[config.mk]
export PLATFORM = sky130hd
export DESIGN_NAME = flash_scanline_recorder_top
export DESIGN_NICKNAME = d
export VERILOG_FILES = /design/src/sv/fsr_pkg.sv /design/src/sv/fsr_frame_mem.sv /design/src/sv/flash_scanline_recorder_top.sv
export VERILOG_INCLUDE_DIRS = /design/src /design/src/sv
export SDC_FILE = /design/constraint.sdc
export NUM_CORES = 2
export LEC_CHECK = 0
export BUFFER_PORTS_ARGS = -buffer_cell sky130_fd_sc_hd__buf_4
export CAP_MARGIN = 20
export CORE_ASPECT_RATIO = 0.7
export CORE_MARGIN = 2
export CORE_UTILIZATION = 35
export CTS_CLUSTER_SIZE = 10
export DETAILED_ROUTE_END_ITERATION = 10
export PLACE_DENSITY = 0.6
export SYNTH_ARGS = -nofsm -noshare
export SYNTH_HDL_FRONTEND = slang
export SYNTH_SLANG_ARGS = --single-unit
[constraint.sdc]
create_clock -name clk -period 9.6 [get_ports clk]
set_input_delay 0.96 -clock clk [delete_from_list [all_inputs] [get_ports clk]]
set_output_delay 0.96 -clock clk [all_outputs]
set_load 0.005 [all_outputs]
[src/sv/assert_macros.svh]
`ifndef ASSERT_MACROS_SVH
`define ASSERT_MACROS_SVH

// checked at every rising edge outside reset
`define FSR_ASSERT(lbl, prop, msg) \
  lbl: assert property (@(posedge clk) disable iff (!rst_n) prop) else $error(msg);

// checked at every rising edge, reset included
`define FSR_ASSERT_ALWAYS(lbl, prop, msg) \
  lbl: assert property (@(posedge clk) prop) else $error(msg);

`endif

[src/sv/fsr_pkg.sv]
package fsr_pkg;

  localparam int MEM_AW      = 8;
  localparam int TICK_GAP    = 14336;
  localparam int LINE_CYCLES = 112;
  localparam logic [15:0] SCROLL_STEP_RST = 16'd50;
  localparam logic [13:0] RECIP7 = 14'd9362;

  typedef enum logic [1:0] {
    REQ_TICK  = 2'd0,
    REQ_CLEAR = 2'd1,
    REQ_FEND  = 2'd2,
    REQ_READ  = 2'd3
  } req_t;

  typedef enum logic [3:0] {
    S_IDLE,
    S_TICK,
    S_TICK_CHK,
    S_TICK_START,
    S_TICK_ELAP,
    S_DIV,
    S_QUO,
    S_FE,
    S_FE_BIT,
    S_FILL_CHK,
    S_FILL_WR,
    S_RD_OUT
  } state_t;

  typedef struct packed {
    logic              clr;
    logic              rd_en;
    logic [MEM_AW-1:0] rd_addr;
    logic              wr_en;
    logic [MEM_AW-1:0] wr_addr;
    logic [15:0]       wr_data;
  } mem_req_t;

endpackage

[src/sv/fsr_frame_mem.sv]
`include "assert_macros.svh"

module fsr_frame_mem
  import fsr_pkg::*;
#(
  parameter int DEPTH = 48
) (
  input  logic        clk,
  input  logic        rst_n,
  input  mem_req_t    req,
  output logic [15:0] rdata
);

  localparam int AW = $clog2(DEPTH);

  logic [15:0]      mem [DEPTH];
  logic [DEPTH-1:0] vld_r;
  logic [15:0]      q_r;
  logic             qv_r;

  always_ff @(posedge clk) begin
    if (!rst_n) begin
      vld_r <= '0;
    end else if (req.clr) begin
      vld_r <= '0;
    end else if (req.wr_en) begin
      vld_r[req.wr_addr[AW-1:0]] <= 1'b1;
    end
  end

  always_ff @(posedge clk) begin
    if (req.wr_en) begin
      mem[req.wr_addr[AW-1:0]] <= req.wr_data;
    end
  end

  always_ff @(posedge clk) begin
    if (req.rd_en) begin
      q_r  <= mem[req.rd_addr[AW-1:0]];
      qv_r <= vld_r[req.rd_addr[AW-1:0]];
    end
  end

  // an entry never written since the last clear reads as zero
  assign rdata = qv_r ? q_r : '0;

  `FSR_ASSERT(a_rw_apart, (req.rd_en && req.wr_en) |-> (req.rd_addr != req.wr_addr), "read and write hit one entry")
  `FSR_ASSERT(a_clr_alone, req.clr |-> (!req.wr_en && !req.rd_en), "clear overlaps an access")
  `FSR_ASSERT(a_wr_range, req.wr_en |-> (32'(req.wr_addr) < DEPTH), "write beyond memory")

endmodule

[src/sv/flash_scanline_recorder_top.sv]
// Flash scanline recorder. Keeps one flash bit per scanline in three rotating
// frame buffers held in a single 16-bit-wide memory (LINES/16+1 words per
// buffer, one read and one write port, registered read data). A read request
// fetches its word and registers its bit into the output in S_RD_OUT and
// holds the input stalled there, longer while an earlier result waits; a
// clear adds no stall. A flash tick stalls the input through S_TICK,
// S_TICK_CHK and S_TICK_START (only on the first tick of a frame),
// S_TICK_ELAP, S_DIV and S_QUO (while the frame is filling) and the fill;
// a frame end through S_FE, S_FE_BIT (when a fill is part done) and the fill.
// The fill is a read-modify-write walk over the memory, one word a cycle.
// Configuration writes are taken at any cycle.
`include "assert_macros.svh"

module flash_scanline_recorder_top
  import fsr_pkg::*;
#(
  parameter int LINES = 255
) (
  input  logic        clk,
  input  logic        rst_n,
  input  logic        cfg_we,
  input  logic [15:0] cfg_wdata,   // scroll_step
  input  logic        in_tvalid,
  output logic        in_tready,
  input  logic [55:0] in_tdata,    // time_req[47:0], line[55:48]
  input  logic [1:0]  in_tuser,    // req_type[1:0]
  output logic        out_tvalid,
  input  logic        out_tready,
  output logic [7:0]  out_tdata    // line_flash[0], zero fill
);

  localparam int WORDS    = LINES / 16 + 1;
  localparam int DEPTH    = 3 * WORDS;
  localparam int FW       = $clog2(LINES + 1);
  localparam int XW       = $clog2(7 * LINES + 1);
  localparam int PW       = XW + 14;
  localparam int FULL_CYC = LINE_CYCLES * LINES;

  state_t        state_r, state_nxt;
  logic [15:0]   foff_r, foff_nxt;
  logic [1:0]    rot_r, rot_nxt;
  logic [FW-1:0] fi_r, fi_nxt;
  logic          lvl_r, lvl_nxt;
  logic          open_r, open_nxt;
  logic [48:0]   fstart_r, fstart_nxt;
  logic [47:0]   last_r, last_nxt;
  logic [47:0]   scroll_r, scroll_nxt;
  logic          fe_r, fe_nxt;
  logic          ov_r, ov_nxt;

  logic [47:0]   t_r, t_nxt;
  logic [7:0]    line_r, line_nxt;
  logic [48:0]   diff_r, diff_nxt;
  logic [47:0]   ssum_r, ssum_nxt;
  logic [XW-1:0] x_r, x_nxt;
  logic [PW-1:0] prod_r, prod_nxt;
  logic [FW-1:0] lim_r, lim_nxt;
  logic          fv_r, fv_nxt;
  logic          obit_r, obit_nxt;

  mem_req_t      mreq;
  logic [15:0]   rdata;

  logic [1:0]    wbuf;
  logic [31:0]   wbase, sbase;
  logic [48:0]   ssum;
  logic [49:0]   elapsed;
  logic [XW-3:0] q0;
  logic [XW:0]   q7, rem;
  logic [FW-1:0] last_idx, fi_m1, fi_next_word;
  logic          same_word;
  logic [15:0]   mask;
  logic          fin;

  fsr_frame_mem #(.DEPTH(DEPTH)) u_mem (
    .clk   (clk),
    .rst_n (rst_n),
    .req   (mreq),
    .rdata (rdata)
  );

  always_comb begin
    unique case (rot_r)
      2'd0:    wbuf = 2'd2;
      2'd1:    wbuf = 2'd0;
      default: wbuf = 2'd1;
    endcase
  end

  assign wbase        = 32'(wbuf) * WORDS;
  assign sbase        = 32'(rot_r) * WORDS;
  assign ssum         = {1'b0, scroll_r} + 49'(foff_r);
  assign elapsed      = {2'b00, t_r} - {1'b0, fstart_r};
  assign q0           = prod_r[PW-1:16];
  assign q7           = {q0, 3'b000} - (XW + 1)'(q0);
  assign rem          = {1'b0, x_r} - q7;
  assign last_idx     = lim_r - 1'b1;
  assign fi_m1        = fi_r - 1'b1;
  assign same_word    = (last_idx[FW-1:4] == fi_r[FW-1:4]);
  assign fi_next_word = {fi_r[FW-1:4] + 1'b1, 4'b0000};
  assign mask         = (16'hFFFF << fi_r[3:0])
                      & (same_word ? (16'hFFFF >> (4'd15 - last_idx[3:0])) : 16'hFFFF);

  always_ff @(posedge clk) begin
    if (!rst_n) begin
      state_r <= S_IDLE;
    end else begin
      state_r <= state_nxt;
    end
  end

  always_comb begin
    state_nxt  = state_r;
    foff_nxt   = cfg_we ? cfg_wdata : foff_r;
    rot_nxt    = rot_r;
    fi_nxt     = fi_r;
    lvl_nxt    = lvl_r;
    open_nxt   = open_r;
    fstart_nxt = fstart_r;
    last_nxt   = last_r;
    scroll_nxt = scroll_r;
    fe_nxt     = fe_r;
    ov_nxt     = ov_r && !out_tready;
    t_nxt      = t_r;
    line_nxt   = line_r;
    diff_nxt   = diff_r;
    ssum_nxt   = ssum_r;
    x_nxt      = x_r;
    prod_nxt   = prod_r;
    lim_nxt    = lim_r;
    fv_nxt     = fv_r;
    obit_nxt   = obit_r;
    mreq       = '0;
    in_tready  = 1'b0;
    fin        = 1'b0;

    unique case (state_r)
      S_IDLE: begin
        in_tready = 1'b1;
        if (in_tvalid) begin
          t_nxt    = in_tdata[47:0];
          line_nxt = in_tdata[55:48];
          unique case (req_t'(in_tuser))
            REQ_TICK: begin
              fe_nxt    = 1'b0;
              state_nxt = S_TICK;
            end
            REQ_CLEAR: begin
              mreq.clr = 1'b1;
              rot_nxt  = '0;
              fi_nxt   = '0;
              lvl_nxt  = 1'b0;
              open_nxt = 1'b0;
            end
            REQ_FEND: begin
              fe_nxt    = 1'b1;
              state_nxt = S_FE;
            end
            REQ_READ: begin
              mreq.rd_en   = (32'(in_tdata[55:52]) < WORDS);
              mreq.rd_addr = MEM_AW'(sbase + 32'(in_tdata[55:52]));
              state_nxt    = S_RD_OUT;
            end
          endcase
        end
      end

      S_RD_OUT: begin
        if (!ov_r || out_tready) begin
          ov_nxt    = 1'b1;
          obit_nxt  = (32'(line_r[7:4]) < WORDS) ? rdata[line_r[3:0]] : 1'b0;
          state_nxt = S_IDLE;
        end
      end

      S_TICK: begin
        lvl_nxt = ~lvl_r;
        if (!open_r) begin
          ssum_nxt  = ssum[48] ? '1 : ssum[47:0];
          diff_nxt  = {1'b0, t_r} - {1'b0, last_r};
          state_nxt = S_TICK_CHK;
        end else begin
          state_nxt = S_TICK_ELAP;
        end
      end

      S_TICK_CHK: begin
        if ($signed(diff_r) < $signed(49'(TICK_GAP))) begin
          lvl_nxt = 1'b0;
        end
        scroll_nxt = ($signed({2'b00, ssum_r}) > $signed({diff_r, 1'b0})) ? '0 : ssum_r;
        state_nxt  = S_TICK_START;
      end

      S_TICK_START: begin
        fstart_nxt = {1'b0, t_r} + {1'b0, scroll_r};
        open_nxt   = 1'b1;
        state_nxt  = S_TICK_ELAP;
      end

      S_TICK_ELAP: begin
        last_nxt = t_r;
        fv_nxt   = lvl_r;
        if (elapsed[49]) begin
          state_nxt = S_IDLE;
        end else if (elapsed >= 50'(FULL_CYC)) begin
          lim_nxt   = FW'(LINES);
          state_nxt = S_FILL_CHK;
        end else begin
          x_nxt     = elapsed[XW+3:4];
          state_nxt = S_DIV;
        end
      end

      S_DIV: begin
        prod_nxt  = PW'(x_r) * PW'(RECIP7);
        state_nxt = S_QUO;
      end

      S_QUO: begin
        lim_nxt   = FW'(32'(q0) + 32'(rem >= (XW + 1)'(7)) + 32'd1);
        state_nxt = S_FILL_CHK;
      end

      S_FE: begin
        lim_nxt = FW'(LINES);
        if ((fi_r < FW'(LINES)) && (fi_r != '0)) begin
          mreq.rd_en   = 1'b1;
          mreq.rd_addr = MEM_AW'(wbase + 32'(fi_m1[FW-1:4]));
          state_nxt    = S_FE_BIT;
        end else begin
          fv_nxt    = lvl_r;
          state_nxt = S_FILL_CHK;
        end
      end

      S_FE_BIT: begin
        fv_nxt    = rdata[fi_m1[3:0]];
        state_nxt = S_FILL_CHK;
      end

      S_FILL_CHK: begin
        if (fi_r < lim_r) begin
          mreq.rd_en   = 1'b1;
          mreq.rd_addr = MEM_AW'(wbase + 32'(fi_r[FW-1:4]));
          state_nxt    = S_FILL_WR;
        end else begin
          fin = 1'b1;
        end
      end

      S_FILL_WR: begin
        mreq.wr_en   = 1'b1;
        mreq.wr_addr = MEM_AW'(wbase + 32'(fi_r[FW-1:4]));
        mreq.wr_data = (rdata & ~mask) | (fv_r ? mask : 16'h0000);
        if (same_word) begin
          fi_nxt = lim_r;
          fin    = 1'b1;
        end else begin
          fi_nxt       = fi_next_word;
          mreq.rd_en   = 1'b1;
          mreq.rd_addr = MEM_AW'(wbase + 32'(fi_next_word[FW-1:4]));
        end
      end

      default: begin
        state_nxt = S_IDLE;
      end
    endcase

    if (fin) begin
      state_nxt = S_IDLE;
      if (fe_r) begin
        rot_nxt  = (rot_r == 2'd2) ? 2'd0 : rot_r + 2'd1;
        open_nxt = 1'b0;
        fi_nxt   = '0;
      end
    end
  end

  always_ff @(posedge clk) begin
    if (!rst_n) begin
      foff_r   <= SCROLL_STEP_RST;
      rot_r    <= '0;
      fi_r     <= '0;
      lvl_r    <= 1'b0;
      open_r   <= 1'b0;
      fstart_r <= '0;
      last_r   <= '0;
      scroll_r <= '0;
      fe_r     <= 1'b0;
      ov_r     <= 1'b0;
    end else begin
      foff_r   <= foff_nxt;
      rot_r    <= rot_nxt;
      fi_r     <= fi_nxt;
      lvl_r    <= lvl_nxt;
      open_r   <= open_nxt;
      fstart_r <= fstart_nxt;
      last_r   <= last_nxt;
      scroll_r <= scroll_nxt;
      fe_r     <= fe_nxt;
      ov_r     <= ov_nxt;
    end
  end

  always_ff @(posedge clk) begin
    t_r    <= t_nxt;
    line_r <= line_nxt;
    diff_r <= diff_nxt;
    ssum_r <= ssum_nxt;
    x_r    <= x_nxt;
    prod_r <= prod_nxt;
    lim_r  <= lim_nxt;
    fv_r   <= fv_nxt;
    obit_r <= obit_nxt;
  end

  assign out_tvalid = ov_r;
  assign out_tdata  = {7'b0000000, obit_r};

  `FSR_ASSERT(a_fi_bound, fi_r <= FW'(LINES), "fill index past last line")
  `FSR_ASSERT(a_rot_range, rot_r != 2'd3, "rotation out of range")
  `FSR_ASSERT(a_fill_live, (state_r == S_FILL_WR) |-> (fi_r < lim_r), "fill word with nothing to fill")
  `FSR_ASSERT(a_out_src, $rose(out_tvalid) |-> $past(state_r == S_RD_OUT), "result without read")

endmodule

== Yosys cells after proc, flatten, opt, wreduce, memory -nomap -nowiden ==
Memories as Yosys holds them, arrays and structs flattened. A register that Yosys moved wholly into a read port is not among the register bits.
Index checks and enable logic that the tools add are counted.

* Bits in registers: 422
* Output and inout bits: 10
* Bits in writable memories: 768
* Memories kept: 1
* Word-level logic and storage cells: 183
* Input port bits: 79

{| class="wikitable"
|+ Memory list
! name !! depth !! width !! rd ports !! clocked after Yosys merged registers in !! write ports !! line !! text
|-
| u_mem.mem || 48 || 16 || 1 || 1 || 1 || fsr_frame_mem.sv:16 || <nowiki>logic [15:0] mem [DEPTH];</nowiki>
|}

* Multiply operators: 1
* Mux-type cells: 66
* Bitwise operators: 11
* Eq/ne operators: 26
* Reduce and logical (&&, ||, !) cells: 26
* Order comparisons: 11
* Shifts and indexed selects: 2
* Add/subtract/negate cells: 17

{| class="wikitable"
|+ Operators by type and width
! kind !! count
|-
| $mux W8 || 7
|-
| $ge A50 B15 Y1 const B || 1
|-
| $gt A49 B50 Y1 || 1
|-
| $sub A48 B49 Y50 || 1
|-
| $add A48 B16 Y49 || 1
|-
| $add A48 B48 Y49 || 1
|-
| $lt A49 B15 Y1 const B || 1
|-
| $sub A48 B48 Y49 || 1
|-
| $mux W16 || 3
|-
| $mux W48 || 1
|-
| $or A48 B48 Y48 || 1
|-
| $pmux W4 S11 || 1
|-
| $mux W9 || 4
|-
| $pmux W9 S4 || 1
|-
| $and A16 B16 Y16 || 2
|-
| $add A6 B4 Y7 || 4
|-
| $mux W25 || 1
|-
| $mul A11 B13 Y24 const B || 1
|-
| $pmux W8 S3 || 1
|-
| $mux W1 || 22
|-
| $mux W4 || 5
|-
| $eq A4 B3 Y1 const B || 4
|-
| $eq A4 B4 Y1 const B || 4
|-
| $not A16 Y16 || 1
|-
| 50 further kinds || 90
|}

== Depth between registers and ports, before layout ==
* Word-level depth: 14
* Gate-level depth with buffers: 19
* Gate-level depth less buffers: 19

== Cells and area by module ==
Synthesis repeated with hierarchy kept, for this count alone.

* Cell total of the unflattened synthesis: 4,785
* Area total of the unflattened synthesis: 59,473.3 µm²

{| class="wikitable"
|+ By module, submodules not included
! module !! seq. area each (µm²) !! times used !! cells an instance !! area an instance (µm²)
|-
| fsr_frame_mem || 24,533.5 || 1 || 1,656 || 32,633.8
|-
| flash_scanline_recorder_top || 8,958.6 || 1 || 3,129 || 26,839.5
|}

== Worst setup path before layout ==
Ideal clock, no wire load.

* Path type: reg-to-reg
* Start point: register state_r[1]
* End point: register diff_r[0], enable pin
* Period minus slack after synthesis: 8.169 ns
* Path slack: 1.431 ns
* Required time: 8.928 ns
* Arrival time: 7.498 ns
* Stages on the path, launching flop included: 4
* Path buffers: 1
* Cell sequence: dfxtp_1 > clkbuf_1 > or2_2 > nor3_1

* Cells in the longest elaborated chain, start to end: 2

{| class="wikitable"
|+ RTL lines
! what !! line !! text
|-
| start, declared || flash_scanline_recorder_top.sv:39 || <nowiki>state_t state_r, state_nxt;</nowiki>
|-
| start signal, assigned || flash_scanline_recorder_top.sv:108 || <nowiki>state_r <= state_nxt;</nowiki>
|-
| $eq A4 B1 Y1 || flash_scanline_recorder_top.sv:137 || <nowiki>unique case (state_r)</nowiki>
|-
| $reduce_and A2 Y1 (no line) || -- ||
|-
| end signal, assigned || flash_scanline_recorder_top.sv:310 || <nowiki>diff_r <= diff_nxt;</nowiki>
|-
| end, declared || flash_scanline_recorder_top.sv:53 || <nowiki>logic [48:0] diff_r, diff_nxt;</nowiki>
|}

No other way between the ends.
A chain may end at the register's enable or synchronous reset.

== Worst setup path in the final report ==
* Start point: register lim_r[1]
* End point: register u_mem.q_r[4], read port of u_mem.mem (data pin)

* Cells in the longest elaborated chain, start to end: 4
* Elaborated cells on any way between the ends: 6
* Classes of those cells: add/sub: 1; order compare: 1; eq/ne: 1; mux: 3

{| class="wikitable"
|+ RTL lines
! what !! line !! text
|-
| start, declared || flash_scanline_recorder_top.sv:57 || <nowiki>logic [FW-1:0] lim_r, lim_nxt;</nowiki>
|-
| start signal, assigned || flash_scanline_recorder_top.sv:314 || <nowiki>lim_r <= lim_nxt;</nowiki>
|-
| $sub A8 B1 Y8 || flash_scanline_recorder_top.sv:97 || <nowiki>assign last_idx = lim_r - 1'b1;</nowiki>
|-
| $eq A4 B4 Y1 || flash_scanline_recorder_top.sv:99 || <nowiki>assign same_word = (last_idx[FW-1:4] == fi_r[FW-1:4]);</nowiki>
|-
| $mux W9 || flash_scanline_recorder_top.sv:256 || <nowiki>if (same_word) begin</nowiki>
|-
| $pmux W9 S4 (*) || flash_scanline_recorder_top.sv:137 ||
|-
| end, declared || fsr_frame_mem.sv:18 || <nowiki>logic [15:0] q_r;</nowiki>
|}

Mark *: on every way between the ends. The rest lies on a longest branch, timed or not.

==> metrics <==
Die Wd 499 um; FF+latch area between 0.03 and 0.04 mm2; Cell Rows 127; Final Instance Area 0.0677 mm2; part of the cycle the worst path needs around three fifths; Filler cells 16,400; post-DR vias/cell approximately 5.5; Pwr per Cell Area 238 mW/mm2; drc violations 0; number of port buffers just over 80; die area ~0.18 mm2; PostCTS Resize Cnt 0; Clock Sink Count between 1,000 and 1,500; fmax between 150 and 200 MHz; area of the multi-input gates between 0.02 and 0.025 mm2; core area ~0.17 mm2; layout cell share with drive strength beyond 1 7.78%; distinct cell type count after synthesis 98; Syn Inst Count around 5,700; Final Instance Count excl. Fillers between 8,000 and 9,000; # setup viols final 0; max-slew violations 0; placed cell area roughly 0.063 mm2; Post-synth EDFFs between 900 and 1,000; dominant synthesized flop cell edfxtp_1; CP Data Required Time 10.26 ns; met3 Use GR approximately 6.2%; initial drt markers 5,500; syn_area_per_cell between 10 and 15 um2; status completed; Tmin final around 5.8 ns; final hold violations 0; remaining antenna violation count 0; vias in the first global route between 40,000 and 50,000; Nets roughly 6,100; TritonCTS clock tree yes; GPL Wtd Cong slightly below 1; total grt overflow 0; io pins 89; Yosys top cell area share 48.2%; H-Tree Depth 4; Slew HR 17.2%; CTS root buffer clkbuf_16; CTS Hold Bufs 0; slew of the pin with the lowest slew margin 1.23 ns; largest net degree at the start of global routing 140; Seq/Total Area, Yosys 55.7%; RSZ-0062 raised after global routing false; crit path DAT around 6.5 ns; Layout Skew slightly below 0.05 ns; Post-CTS Setup Inserts 0; Die Y between 300 and 400 um; leakage dissipation ~25 nW; Reg clk slew, reported paths 0.06 ns; Worst Setup Start Kind flip-flop; Warnings, synthesis 0; fraction of registers with async set/reset 0%; routing usage on met2 26.6%; Mapped Area ~0.06 mm2; DRT Pass-1 Iters 6; GR Layer Usage met1 30.8%; TritonCTS Buffers between 100 and 150; FF+latch count, synth approximately 1,200; Cells after DPL 7,859; Avg WL per Cell around 22 um; Setup TNS 0 ns; Worst Hold Class in2reg; Max-Cap Viols 0; DRT Wirelength 180 mm; area grow syn2layout 12.7%; Tot GR Track Use approximately a fifth; Worst-Skew Late Latency 0.80 ns; gr busiest metal met1; synth top area cells edfxtp_1 48%, dfxtp_1 7.6%, nand2_1 7.4%, ha_1 6.1%, a21oi_1 2.1%; DP HPWL ~120 mm; initial core utilization between 30% and 40%; initial antenna violation count 17; Worst IR Drop VDD 0.152 mV; fin util about two fifths; Synth area leader edfxtp_1; critical path endpoint category flip-flop; worst-path fanout max between 100 and 150; Vias ~45,000; first-pass GRT wire length approximately 270 mm; Max clock buf depth 3; Crit Path Category reg2reg
## cells by family (layout without fill, tap and decap cells)
family          count (synthesis)  count (layout)  synth area share [%]
other cells                     1              13               0.00624
buf+inv                       578             673                  3.91
compound gates               1142            1142                  13.1
fa+ha+maj                     313             313                  6.74
xor+xnor                      158             158                  2.30
mux                            44              44                 0.922
simple gates                 2298            2298                  17.3
flops                        1191            1191                  55.7
## through the flow
| step | hold WS [ns] | setup slack, ns | power [mW] |
|---|---|---|---|
| after floorplan | 0.440 | 1.43 | 9.62 |
| after global placement | 0.448 | 4.03 | 11.0 |
| after detailed placement | 0.457 | 3.95 | 11.1 |
| after CTS | 0.274 | 3.90 | 16.1 |
| after global routing | 0.309 | 3.41 | 16.9 |
| final | 0.342 | 3.77 | 16.1 |
## power breakdown
part	total, mW	internal, mW	switching, mW	leakage (nW)
sequential	6.50	6.07	0.424	9.75
combinational	4.60	1.62	2.99	13.2
clock	5.01	2.85	2.17	2.02
## layout by cell type, fill, tap and decap left out, types with 13 or more instances in the layout
cell / count
a21boi_0: 74
or2_2: 13
mux2i_1: 25
ha_1: 295
and4_1: 15
buf_4: 159
a31oi_1: 25
a21oi_1: 255
nor2_1: 311
nor2_4: 17
nand2b_1: 42
o21a_1: 50
or3_1: 17
and2_1: 40
a211oi_1: 33
nand2_1: 1182
clkbuf_1: 45
edfxtp_1: 964
o211ai_1: 15
nor2b_1: 51
fa_1: 18
a22o_1: 50
a311oi_1: 142
nand4_1: 113
clkbuf_16: 144
a311o_1: 18
nand3_1: 142
xor2_1: 68
inv_1: 279
nor4_1: 24
o31a_1: 24
o21ai_0: 205
a21o_1: 83
nor3_1: 91
o21bai_1: 27
and3_1: 178
xnor2_1: 90
nor2_2: 15
o31ai_1: 14
dfxtp_1: 227
## area by class of cell
cell class	count	share of cell area, %
clock inverter	21	0.521
timing repair buffer	178	2.25
antenna	6	0.0222
multi-input combinational	3962	36.3
sequential	1191	49.5
tap	2257	4.17
inverter	280	1.55
clock buffer	194	5.67
## worst paths after layout
kind / startpoint / cells past startpoint / slack [ns] / to
max reg2reg: lim_r[1] / 15 / 3.77 / u_mem.q_r[4]
min: in_tdata[30] / 1 / 0.34 / t_r[30]
max: lim_r[1] / 15 / 3.77 / u_mem.q_r[4]
min reg2reg: last_r[37] / 2 / 0.46 / last_r[37]
## layer usage
layer	vias to the layer above	wire length (um)
li1	20800	-
met3	245	19700
met5	-	17
met4	4	4210
met1	21800	86100
met2	1769	70200
## Yosys cell counts, types with 27 or more instances
| library cell | instances |
|---|---|
| o21bai_1 | 27 |
| o21ai_0 | 206 |
| dfxtp_1 | 227 |
| a311oi_1 | 142 |
| clkbuf_1 | 170 |
| xnor2_1 | 90 |
| edfxtp_1 | 964 |
| o21a_1 | 50 |
| and2_1 | 41 |
| a21o_1 | 83 |
| xor2_1 | 68 |
| nor2_1 | 341 |
| inv_1 | 280 |
| nand3_1 | 143 |
| nand2b_1 | 43 |
| nand2_1 | 1184 |
| nor2b_1 | 52 |
| a21oi_1 | 258 |
| a211oi_1 | 33 |
| a22o_1 | 50 |
| nor3_1 | 93 |
| nand4_1 | 113 |
| a21boi_0 | 75 |
| buf_2 | 89 |
| ha_1 | 295 |
| and3_1 | 178 |
## flip-flops by register name, indices dropped and copies added (netlist names), 9 cells and up
| name | count |
|---|---|
| u_mem.vld_r | 48 |
| u_mem.q_r | 16 |
| fstart_r | 49 |
| t_r | 48 |
| ssum_r | 48 |
| diff_r | 49 |
| foff_r | 16 |
| scroll_r | 48 |
| u_mem.mem | 768 |
| x_r | 11 |
| last_r | 48 |
| prod_r | 9 |
## worst max-delay path, cell delays in order, from the launching register on
cell	delay, ns
edfxtp_1	0.45
inv_1	0.14
ha_1	0.21
nor3b_1	0.48
xnor2_1	0.18
nor2_1	0.07
o311ai_1	0.52
nand2_1	0.34
o22ai_4	0.76
buf_12	0.46
nand2_1	0.12
and3_1	0.21
a311oi_1	0.40
nor3_1	0.14
o21ai_0	0.74
o31a_1	0.25
Note: power is estimated with default switching activity, not from simulation.
